**config.mk**
```make
export PLATFORM = sky130hd
export DESIGN_NAME = button_debounce_click_classifier
export DESIGN_NICKNAME = d
export VERILOG_FILES = /design/src/hdl/bdcc_pkg.sv /design/src/hdl/button_debounce_click_classifier.sv
export SDC_FILE = /design/constraint.sdc
export NUM_CORES = 1
export LEC_CHECK = 0
export BUFFER_PORTS_ARGS = -buffer_cell sky130_fd_sc_hd__buf_2
export CAP_MARGIN = 15
export CORE_MARGIN = 2
export CORE_UTILIZATION = 64
export DETAILED_ROUTE_END_ITERATION = 16
export PLACE_DENSITY = 0.83
export RECOVER_POWER = 50
export SLEW_MARGIN = 20
export SYNTH_ARGS = -nofsm -noshare
export SYNTH_HDL_FRONTEND = slang
export SYNTH_SLANG_ARGS = --single-unit
```
**constraint.sdc**
```tcl
create_clock -name clk -period 9.4 [get_ports clk]
set_input_delay 0.47 -clock clk [delete_from_list [all_inputs] [get_ports clk]]
set_output_delay 0.47 -clock clk [all_outputs]
set_load 0.01 [all_outputs]
```
**src/hdl/bdcc_pkg.sv**
```systemverilog
package bdcc_pkg;

  localparam int TIME_W = 32;
  localparam int CFG_W  = 16;
  localparam int CFG_IDX_W = 2;
  localparam int CLICK_W = 2;

  typedef logic [TIME_W-1:0]    time_t;
  typedef logic [CFG_W-1:0]     cfg_t;
  typedef logic [CFG_IDX_W-1:0] cfg_idx_t;
  typedef logic [CLICK_W-1:0]   click_t;

  localparam cfg_idx_t REG_DEBOUNCE = 2'd0;
  localparam cfg_idx_t REG_DC_WIN   = 2'd1;
  localparam cfg_idx_t REG_LONG     = 2'd2;

  localparam cfg_t DEBOUNCE_RST = 16'd50;
  localparam cfg_t DC_WIN_RST   = 16'd300;
  localparam cfg_t LONG_RST     = 16'd1000;

  localparam click_t CLICK_MAX = 2'd3;
  localparam click_t CLICK_DBL = 2'd2;

  // Elapsed time, wrapping.
  function automatic time_t tdiff(input time_t a, input time_t b);
    tdiff = a - b;
  endfunction

endpackage

```
**src/hdl/button_debounce_click_classifier.sv**
```systemverilog
// Path: a sample accepted into the input register has its result in the output
// register next (input register, then result register).
// Throughput: one sample per cycle; the input register loads whenever it is empty
// or moving on, and it moves on whenever the result register is empty or taken.
// Reset (rst, synchronous, active high): pipeline empty, tracking state cleared,
// debounce_time = 50, double_click_window = 300, long_press_time = 1000.
module button_debounce_click_classifier (
  input  logic                   clk,
  input  logic                   rst,
  input  logic                   cfg_write,
  input  bdcc_pkg::cfg_idx_t     cfg_index,
  input  bdcc_pkg::cfg_t         cfg_data,
  input  logic                   in_valid,
  output logic                   in_stall,
  input  logic                   raw_pressed,
  input  logic [31:0]            now_ms,
  output logic                   out_valid,
  input  logic                   out_stall,
  output logic                   feedback_bright,
  output logic                   long_press,
  output logic                   short_press,
  output logic                   double_click
);
  import bdcc_pkg::*;

  // configuration registers
  cfg_t debounce_time;
  cfg_t double_click_window;
  cfg_t long_press_time;

  // input register
  logic  s1_valid;
  logic  s1_raw;
  time_t s1_now;

  // tracking state
  logic   raw_level;
  logic   stable_level;
  time_t  change_time;
  time_t  press_start;
  time_t  release_time;
  click_t clicks;
  logic   short_pending;
  time_t  short_deadline;
  logic   long_fired;

  // next values
  logic   raw_level_next;
  logic   stable_level_next;
  time_t  change_time_next;
  time_t  press_start_next;
  time_t  release_time_next;
  click_t clicks_next;
  logic   short_pending_next;
  time_t  short_deadline_next;
  logic   long_fired_next;
  logic   lp_next;
  logic   sp_next;
  logic   dc_next;

  logic   advance;
  logic   raw_chg;
  logic   debounced;
  click_t click_inc;

  // The pipeline moves when the result register is empty or being taken.
  assign advance  = !out_valid || !out_stall;
  assign in_stall = s1_valid && !advance;

  always_ff @(posedge clk) begin
    if (rst) begin
      debounce_time       <= DEBOUNCE_RST;
      double_click_window <= DC_WIN_RST;
      long_press_time     <= LONG_RST;
    end else if (cfg_write) begin
      case (cfg_index)
        REG_DEBOUNCE: debounce_time       <= cfg_data;
        REG_DC_WIN:   double_click_window <= cfg_data;
        REG_LONG:     long_press_time     <= cfg_data;
        default: ; // indexes past the list are ignored
      endcase
    end
  end

  // Stage 1: capture the sample transaction; loads when empty or moving on.
  always_ff @(posedge clk) begin
    if (rst) begin
      s1_valid <= 1'b0;
    end else if (!in_stall) begin
      s1_valid <= in_valid;
    end
  end

  always_ff @(posedge clk) begin
    if (in_valid && !in_stall) begin
      s1_raw <= raw_pressed;
      s1_now <= time_t'(now_ms);
    end
  end

  // Classification: one pass per sample, steps in the same order as the
  // behavior is defined (raw edge, debounce, long press, short deadline).
  always_comb begin
    raw_level_next      = raw_level;
    stable_level_next   = stable_level;
    change_time_next    = change_time;
    press_start_next    = press_start;
    release_time_next   = release_time;
    clicks_next         = clicks;
    short_pending_next  = short_pending;
    short_deadline_next = short_deadline;
    long_fired_next     = long_fired;
    lp_next             = 1'b0;
    sp_next             = 1'b0;
    dc_next             = 1'b0;
    click_inc           = (clicks < CLICK_MAX) ? clicks + click_t'(1) : clicks;

    // Raw edge: press timing restarts before any debouncing.
    raw_chg = s1_raw != raw_level;
    if (raw_chg) begin
      change_time_next = s1_now;
      raw_level_next   = s1_raw;
      if (s1_raw) begin
        press_start_next = s1_now;
        long_fired_next  = 1'b0;
      end
    end

    debounced = (tdiff(s1_now, change_time_next) >= time_t'(debounce_time)) &&
                (stable_level != raw_level_next);
    if (debounced) begin
      stable_level_next = raw_level_next;
      if (!raw_level_next) begin
        if (!long_fired_next) begin
          if (tdiff(s1_now, release_time) < time_t'(double_click_window)) begin
            if (click_inc >= CLICK_DBL) begin
              dc_next            = 1'b1;
              clicks_next        = '0;
              short_pending_next = 1'b0;
            end else begin
              clicks_next         = click_inc;
              short_pending_next  = 1'b1;
              short_deadline_next = s1_now + time_t'(double_click_window);
            end
          end else begin
            clicks_next         = click_t'(1);
            short_pending_next  = 1'b1;
            short_deadline_next = s1_now + time_t'(double_click_window);
          end
          release_time_next = s1_now;
        end else begin
          // release that ends a long press counts no click
          long_fired_next = 1'b0;
          clicks_next     = '0;
        end
      end
    end

    // Long press runs off the raw level.
    if (raw_level_next && !long_fired_next &&
        (tdiff(s1_now, press_start_next) >= time_t'(long_press_time))) begin
      lp_next            = 1'b1;
      long_fired_next    = 1'b1;
      short_pending_next = 1'b0;
    end

    // Plain unsigned deadline compare; a wrapped deadline may fire early.
    if (short_pending_next && (s1_now >= short_deadline_next)) begin
      sp_next            = !raw_level_next && !long_fired_next;
      short_pending_next = 1'b0;
      clicks_next        = '0;
    end
  end

  always_ff @(posedge clk) begin
    if (rst) begin
      raw_level      <= 1'b0;
      stable_level   <= 1'b0;
      change_time    <= '0;
      press_start    <= '0;
      release_time   <= '0;
      clicks         <= '0;
      short_pending  <= 1'b0;
      short_deadline <= '0;
      long_fired     <= 1'b0;
    end else if (advance && s1_valid) begin
      raw_level      <= raw_level_next;
      stable_level   <= stable_level_next;
      change_time    <= change_time_next;
      press_start    <= press_start_next;
      release_time   <= release_time_next;
      clicks         <= clicks_next;
      short_pending  <= short_pending_next;
      short_deadline <= short_deadline_next;
      long_fired     <= long_fired_next;
    end
  end

  // Stage 2: result register.
  always_ff @(posedge clk) begin
    if (rst) begin
      out_valid <= 1'b0;
    end else if (advance) begin
      out_valid <= s1_valid;
    end
  end

  always_ff @(posedge clk) begin
    if (advance && s1_valid) begin
      feedback_bright <= stable_level_next;
      long_press      <= lp_next;
      short_press     <= sp_next;
      double_click    <= dc_next;
    end
  end

  // At most one event per result.
  a_one_event: assert property (@(posedge clk) disable iff (rst)
    out_valid |-> $onehot0({long_press, short_press, double_click}))
    else $error("more than one click event in one result");

  // A double click only comes with a debounced release.
  a_dc_released: assert property (@(posedge clk) disable iff (rst)
    (out_valid && double_click) |-> !feedback_bright)
    else $error("double click while stable level pressed");

  // An empty input register never holds off a transaction.
  a_no_idle_stall: assert property (@(posedge clk) disable iff (rst)
    !s1_valid |-> !in_stall)
    else $error("input stalled with empty input register");

  // A stalled result keeps the tracking state frozen.
  a_state_hold: assert property (@(posedge clk) disable iff (rst)
    (out_valid && out_stall) |=> $stable(stable_level) && $stable(clicks))
    else $error("state moved while result stalled");

endmodule

```
# --- After elaboration in Yosys (flattened, before gate mapping) ---
# Index checks and enable logic that the tools add are counted.
totals:
  romBits: 0
  input_bits: 56
  memories: 0
  ff_bits: 221
  output_inout_bits: 6
  ram_bits: 0
  latchBits: 0
  wordCells: 95
op_classes:
  reduce_logical: 24
  n_eq_ne: 5
  div_mod_pow: 0
  addsub: 5
  mul: 0
  n_mux: 31
  n_bitwise: 4
  shift: 0
  n_lt_le_gt_ge: 6
ops:
  columns: ["op", "count"]
  rows:
  - ["32-bit 2-to-1 mux", 8]
  - ["32-bit subtractor", 3]
  - ["32-bit by 16-bit >= comparator with 1-bit output", 2]
  - ["32-bit by 16-bit adder with 32-bit output", 1]
  - ["32-bit >= comparator", 1]
  - ["32-bit by 16-bit less-than comparator with 1-bit output", 1]
  - ["1-bit 2-to-1 mux", 16]
  - ["2-bit 2-to-1 mux", 7]
  - ["1-bit logical AND", 8]
  - ["1-bit logical NOT", 7]
  - ["2-bit AND reduction", 3]
  - ["1-bit NOT", 4]
  - ["4-bit AND reduction", 1]
  - ["4-bit OR reduction", 1]
  - ["3-bit AND reduction", 1]
  - ["2-bit by 1-bit adder with 2-bit output, second input constant", 1]
  - ["2-bit by 1-bit == test with 1-bit output, second input constant", 1]
  - ["2-bit == test, second input constant", 1]
  - ["2-bit >= comparator, second input constant", 1]
  - ["2-bit logical NOT", 1]
  - ["2-bit less-than comparator, second input constant", 1]
  - ["1-bit != test", 2]
  - ["2-bit by 1-bit != test with 1-bit output, second input constant", 1]
  - ["2-bit nonzero test", 1]
  - ["1-bit logical OR", 1]

# --- Logic depth before layout (Yosys ltp) ---
# Gate-level depths: netlist of the first run.
depth:
  ltp_word: 13
  ltp_mapped: 43
  ltp_nobuf: 38

# --- Worst setup path after synthesis of the first run ---
# No wires, ideal clock.
synth_path:
  path_kind: "reg2reg"
  startpoint: "reg s1_raw"
  endpoint: "reg short_press, data pin"
  setup_ps: 160
  path_buffers: 6
  stages_incl_launch_ff: 43
  path_slack_ps: 927
  t_required_ps: 9240
  synth_period_minus_slack_ps: 8473
  t_arrival_ps: 8313
  path_cell_list: "edfxtp_1 ha_1 clkbuf_1 clkbuf_1 clkbuf_1 buf_1 buf_1 nand2_1 o21ai_0 ha_1 inv_1 ha_1 o2bb2ai_1 a21oi_1 o21ai_0 nand2_1 a21boi_0 xnor2_1 [... 7 more ...] nor4_1 nand4_1 nor4_4 a21oi_1 buf_2 mux2i_1 ha_1 a21o_1 a21o_1 a21o_1 a21oi_1 o21ai_0 a41oi_1 o21ai_0 o21ai_0 a31o_2 a211oi_1 nor3b_1"
synth_via:
  elab_chain_cells: 12
synth_rtl:
  columns: ["element", "line", "text"]
  rows:
  - ["start: declaration", "button_debounce_click_classifier.sv:33", "logic s1_raw;"]
  - ["start signal: assignment", "button_debounce_click_classifier.sv:96", "s1_raw <= raw_pressed;"]
  - ["1-bit != test (*)", "button_debounce_click_classifier.sv:119", "raw_chg = s1_raw != raw_level;"]
  - ["32-bit 2-to-1 mux (*)", "button_debounce_click_classifier.sv:120", "if (raw_chg) begin"]
  - ["net change_time_next[0]", "button_debounce_click_classifier.sv:50", "time_t change_time_next;"]
  - ["32-bit subtractor (*)", "bdcc_pkg.sv:26", "tdiff = a - b;"]
  - ["32-bit by 16-bit >= comparator with 1-bit output (*)", "button_debounce_click_classifier.sv:129", "debounced = (tdiff(s1_now, change_time_next) >= time_t'(debounce_time)) &&"]
  - ["1-bit logical AND (*)", "button_debounce_click_classifier.sv:129", null]
  - ["branches (longest 7 deep; another with 32-bit >= comparator)", null, null]
  - ["end signal: assignment", "button_debounce_click_classifier.sv:212", "short_press <= sp_next;"]
  - ["end: declaration", "button_debounce_click_classifier.sv:21", "output logic short_press,"]
# Mark *: on every way through the listed nets, which the timed path passes.
# A chain may end at the register's enable or synchronous reset.

# --- Worst setup path after layout of the first run ---
layout_path:
  startpoint: "reg s1_raw"
  endpoint: "reg short_press, data pin"
layout_lines:
  columns: ["element", "line", "text"]
  rows:
  - ["1-bit != test", "button_debounce_click_classifier.sv:119", null]
  - ["32-bit 2-to-1 mux", "button_debounce_click_classifier.sv:120", null]
  - ["32-bit subtractor", "bdcc_pkg.sv:26", null]
  - ["32-bit by 16-bit >= comparator with 1-bit output", "button_debounce_click_classifier.sv:129", null]
  - ["1-bit logical AND", "button_debounce_click_classifier.sv:129", null]
  - ["32-bit 2-to-1 mux (*)", "button_debounce_click_classifier.sv:131", "if (debounced) begin"]
  - ["net short_deadline_next[0]", "button_debounce_click_classifier.sv:55", "time_t short_deadline_next;"]
  - ["32-bit >= comparator (*)", "button_debounce_click_classifier.sv:168", "if (short_pending_next && (s1_now >= short_deadline_next)) begin"]
  - ["1-bit logical AND (*)", "button_debounce_click_classifier.sv:168", null]
# Mark *: on every way through the listed nets, which the timed path passes. The rest lies on a longest branch.

==> results of run 1 <==
[per-stage QoR]
step	setup WS, ns	hold WS, ns
2_1_floorplan	0.9273	0.4363
3_3_place_gp	0.8650	0.4431
3_5_place_dp	0.6099	0.4521
4_1_cts	0.3961	0.08175
5_1_grt	0.08994	0.08799
6_report	0.6573	0.09929
[worst paths after layout]
path / start / to / slack (ns)
worst min-delay path: now_ms[11] / s1_now[11]$_DFFE_PP_ / 0.1
worst min register to register: long_press_time[13]$_SDFFE_PP0P_ / long_press_time[13]$_SDFFE_PP0P_ / 0.46
worst max-delay path: s1_raw$_DFFE_PP_ / short_press$_SDFFCE_PN0P_ / 0.66
worst max register to register: s1_raw$_DFFE_PP_ / short_press$_SDFFCE_PN0P_ / 0.66
[state kept, by name, summed over array words and instances (netlist names)]
name / cells
long_fired: 1
s1_raw: 1
s1_valid: 1
press_start: 32
change_time: 32
s1_now: 32
long_press: 1
long_press_time: 16
stable_level: 1
short_pending: 1
clicks: 2
double_click: 1
feedback_bright: 1
short_press: 1
release_time: 32
raw_level: 1
short_deadline: 32
double_click_window: 16
out_valid: 1
debounce_time: 16
[routing by layer]
| layer | up-vias | share of wire, % | global-route usage, % |
|---|---|---|---|
| met1 | 7671 | 43 | 46.25 |
| met4 | 0 | 2.7 | 10.81 |
| met3 | 113 | 8.8 | 5.294 |
| li1 | 7724 | - | - |
| met2 | 700 | 45 | 56.92 |
| met5 | - | 0 | 0 |
[Yosys cell counts, types with 39 or more instances]
cell / instances
nor2_1: 192
a211oi_1: 68
xnor2_1: 54
o21ai_0: 109
nand2_1: 221
nand3_1: 40
mux2i_1: 136
xor2_1: 39
a21oi_1: 197
clkbuf_1: 80
a21o_1: 51
ha_1: 180
dfxtp_1: 184
inv_1: 114
[final cells by class]
class	instances	share of cell area [%]
Multi-Input combinational cell	1688	62.71
Sequential cell	221	25.97
Clock buffer	36	4.175
Inverter	115	2.345
Tap cell	335	2.271
Timing Repair Buffer	71	1.986
Clock inverter	11	0.5422
[repair_timing]
item | CTS | global route
endpoints found under the setup margin | 0 | 2
gates resized for setup | 0 | 2
buffers inserted | 0 | 1
[cells by family after synthesis]
logic type / after synthesis / synth area share [%]
AO/OA/AOI/OAI: 600 / 22.31
AND/OR/NAND/NOR: 670 / 18.47
multiplexers: 142 / 8.347
XOR/XNOR: 93 / 4.758
adder cells (fa/ha/maj): 183 / 13.51
buffers and inverters: 207 / 4.598
flip-flops: 221 / 28.01
[worst max-delay path: cells and delay by family (launching register included)]
family / cells / cell delay, ns
and+or+nand+nor: 10 / 1.98
adders and majority gates: 4 / 1.21
muxes: 2 / 0.45
buffers and inverters: 1 / 0.34
AOI/OAI and AO/OA: 17 / 3.90
xor gates and xnor gates: 1 / 0.15
DFF: 1 / 0.50
[power groups by stage]
stage          Combinational, mW  Clock (mW)  Sequential [mW]
2_1_floorplan              0.671           0             1.05
3_5_place_dp               0.871           0             1.07
3_3_place_gp               0.846           0             1.07
4_1_cts                    0.880        1.04             1.05
5_1_grt                    0.996        1.08             1.06
6_report                   0.903        1.03             1.06
==> metrics.cfg, run 1 <==
[placement]
place.gp.congestion=1.026
dp_cells=2429
place.port_buffers=61
dpl_cell_area_mm2=0.01761
dp_hpwl_um=36310

[floorplanning]
die_x_um=167.5
coreArea_mm2=0.02613
fp.dieH_um=167.5
start_util_pct=65.50
rows=59
pin_count=62
die_area_mm2=0.02807

[layout]
syn2layout_area_growth_pct=7.843
final_cell_mix=221 x nand2_1, 195 x a21oi_1, 192 x nor2_1, 184 x dfxtp_1, 179 x ha_1
fin_cells=2477
multi_input_area_mm2=0.01158
fillers=2095
final_common_cell=nand2_1
diodes=0
drive_gt1_share_pct=6.489
utilization_pct=70.64
fin_nets=2362
final_area_mm2=0.01846
final-seq-area_mm2=0.004795

[worst_setup_path]
cp.arrival_ns=9.10
cpPeakStageDelay_ns=0.52
crit_fanout=46
path_class=reg2reg
critPathSlowestCell=nor4_4
worstSetupEndpointType=flop
r2r_cells=35
cp-start-kind=flop
cp_common_cell=o21ai_0
worstPathRequired_ns=9.76

[logic_synthesis]
yosys.area.top_type=dfxtp_1
synth-warning-count=0
synth-seq-cells=221
syn_avg_cell_area_um2=8.090
netlist_area_mm2=0.01712
syn-num-nets=2355
synth_edf_count=37
yosys.area.top_type_share_pct=21.52
synth_area_leaders=dfxtp_1 22%, ha_1 13%, mux2i_1 8.0%, edfxtp_1 6.5%, a21oi_1 5.8%
synth.distinct_cells=79
ys_seq_area_share_pct=28.01
async_flop_share_pct=0
ys.flop_type=dfxtp_1
syn_inst=2116

[power_and_ir_drop]
power.share.clock_pct=34.4
pwr-share-comb_pct=30.2
switching_share_pct=34.33
leakage_nw=7.256
p_switching_mw=1.027
total_power_mw=2.991
irDropWorstVdd_v=0.0001508
power_frac_seq_pct=35.4
powerDensity_mw_per_mm2=162.0
internal_power_mw=1.964

[routing]
post_drt_wl_per_cell_um=19.89
routed_via_density=6.543
detailedRoute.firstPassIterationCount=5
antenna_left=0
drc_errors=0
wl_um=49270
dr.first_iter.drc_count=1638
routed-via-count=16210

[sta]
period_minus_slack_ns=8.743
min_period_over_period_pct=93.01
final-setup-viol-count=0
slew_headroom_pct=-203.7
clock.fmax_mhz=114.4
fin_setup_tns_ns=0
drv_slew=299
final_hold_viol_count=0
finClkSkew_ns=0.01361
rsz0062_at_grt=no
max_slew.worst_pin.slew_ns=4.556

[grt]
grt_overflow=0
grt_pass1_wl_um=79090
grt_max_degree=102
antenna_found_initial=0
grt_use_total_pct=34.36
grt_pass1_vias=15690

[cts]
cts.sinks=221
numCtsBuffers=26
clkLatencyLatePin_ns=0.55
htree_levels=1
clockBufferDepth=3
cts_root_buf=clkbuf_16
postCtsHoldBufs=0
path_clk_slew_ns=0.07
cts_tree=done

[run_status]
violations=max-capacitance violations, max-slew violations
status=finished with violations

[job]
maxCapViolCount=4

[hold_path]
min_path_cells=1
holdCritPathClass=in2reg

Power figures use the tool's default switching activity.
==> run 2, diff against run 1 <==
--- a/config.mk
+++ b/config.mk
@@ -11,7 +11,6 @@
 export CORE_UTILIZATION = 64
 export DETAILED_ROUTE_END_ITERATION = 16
 export PLACE_DENSITY = 0.83
-export RECOVER_POWER = 50
 export SLEW_MARGIN = 20
 export SYNTH_ARGS = -nofsm -noshare
 export SYNTH_HDL_FRONTEND = slang
==> run 2 against run 1 <==
  * The flow now finishes without violations
  * Critical endpoint unchanged
  * Global-route usage stayed put
  * Design area up 0.15%
  * Sequential power about the same
  * Clock skew decreased by 0.0013 ns
==> metrics.cfg, run 2 (synthesized netlist as in run 1, its figures left out) <==
[run_status]
status=completed

[layout]
drive_gt1_share_pct=7.003
diodes=0
syn2layout_area_growth_pct=8.004
fin_nets=2362
final_cell_mix=221 x nand2_1, 195 x a21oi_1, 192 x nor2_1, 184 x dfxtp_1, 179 x ha_1
final_common_cell=nand2_1
fillers=2084

[worst_setup_path]
worstSetupEndpointType=flop
crit_buf_inv=1
crit_family=compound AO/OA/AOI/OAI gates
r2r_cells=35
cp.depth=35
cp_common_cell=o21ai_0
path_class=reg2reg
cpPeakStageDelay_ns=0.52
worstPathRequired_ns=9.76
crit_fanout=46
critPathSlowestCell=nor4_4
cp-start-kind=flop
cp.arrival_ns=9.14

[cts]
htree_levels=1
clkLatencyLatePin_ns=0.55
path_clk_slew_ns=0.07
cts_tree=done
cts_root_buf=clkbuf_16
cts.sinks=221
numCtsBuffers=26
clockBufferDepth=3

[sta]
period_minus_slack_ns=8.775
slew_headroom_pct=26.89
min_period_over_period_pct=93.35
finClkSkew_ns=0.01235
drv_slew=0
clock.fmax_mhz=114.0
fin_setup_tns_ns=0
rsz0062_at_grt=no
max_slew.worst_pin.slew_ns=1.097
final-setup-viol-count=0
final_hold_viol_count=0

[power_and_ir_drop]
leakage_nw=7.301
irDropWorstVdd_v=0.0001509
total_power_mw=2.990
powerDensity_mw_per_mm2=161.7

[hold_path]
holdCritPathClass=in2reg
min_path_cells=1

[routing]
dr.first_iter.drc_count=1618
wl_um=49290
post_drt_wl_per_cell_um=19.90
routed-via-count=16200
detailedRoute.firstPassIterationCount=5
routed_via_density=6.539
drc_errors=0
antenna_left=0

[floorplanning]
die_area_mm2=0.02807
rows=59
fp.dieH_um=167.5
coreArea_mm2=0.02613
pin_count=62
start_util_pct=65.50
die_x_um=167.5

[grt]
grt_pass1_wl_um=79090
grt_pass1_vias=15690
antenna_found_initial=0
grt_max_degree=102
grt_use_total_pct=34.36
grt_overflow=0

[placement]
place.port_buffers=61
place.gp.congestion=1.026
dp_hpwl_um=36310

[job]
maxCapViolCount=0

## run 2: changes by cell type in the layout (fill, tap and decap cells not counted), sizes merged
cell	previous run	this run
clkinv	8	9
clkbuf	46	36
clkinvlp	2	1
buf	61	71
## run 2: cell type report
cell class,count,area (um^2),area share (%)
Sequential cell,221,4795,25.93
Timing Repair Buffer,71,386.6,2.091
Tap cell,335,419.2,2.267
Clock inverter,11,100.1,0.5414
Clock buffer,36,770.7,4.169
Multi-Input combinational cell,1688,11580,62.66
Inverter,115,432.9,2.342
## run 2: power by group
part           switching [mW]  internal (mW)  total, mW
logic                   0.546          0.356      0.901
registers              0.0549           1.00       1.06
clock network           0.428          0.603       1.03
## run 2: routing by layer
layer	vias up	track usage [%]	share of wire (%)
li1	7721	-	-
met1	7665	46.25	43
met2	688	56.92	45
met3	124	5.294	8.6
met4	0	10.81	2.8
met5	-	0	0
## run 2: final timing paths
check / startpoint / to / slack, ns
min reg2reg: long_press_time[13]$_SDFFE_PP0P_ / long_press_time[13]$_SDFFE_PP0P_ / 0.46
max reg2reg: s1_raw$_DFFE_PP_ / short_press$_SDFFCE_PN0P_ / 0.63
max: s1_raw$_DFFE_PP_ / short_press$_SDFFCE_PN0P_ / 0.63
min: now_ms[28] / s1_now[28]$_DFFE_PP_ / 0.09
## run 2: worst reg2reg max path: cells and delay by family (launching register included)
kind / cells / cell delay, ns
buf+inv: 1 / 0.34
mux: 2 / 0.46
fa+ha+maj: 4 / 1.21
flops: 1 / 0.50
compound gates: 17 / 3.97
xor+xnor: 1 / 0.15
simple gates: 10 / 1.97
## run 2: repair_timing
item,4_1_cts,5_1_grt
gates resized for setup,0,2
buffers inserted,0,1
setup endpoints to repair,0,2
hold buffers,0,0
## run 2: metrics by stage
step,hold slack [ns],instance area [um^2],instances,util (%),setup slack [ns]
finish,0.09461,18490,2477,70.75,0.6254
detailed placement,0.4521,17610,2429,67.37,0.6099
global placement,0.4431,17610,2429,67.37,0.8650
floorplan,0.4363,17120,2116,-,0.9273
global route,0.08799,18490,2477,70.75,0.08994
CTS,0.08175,18480,2476,70.70,0.3961
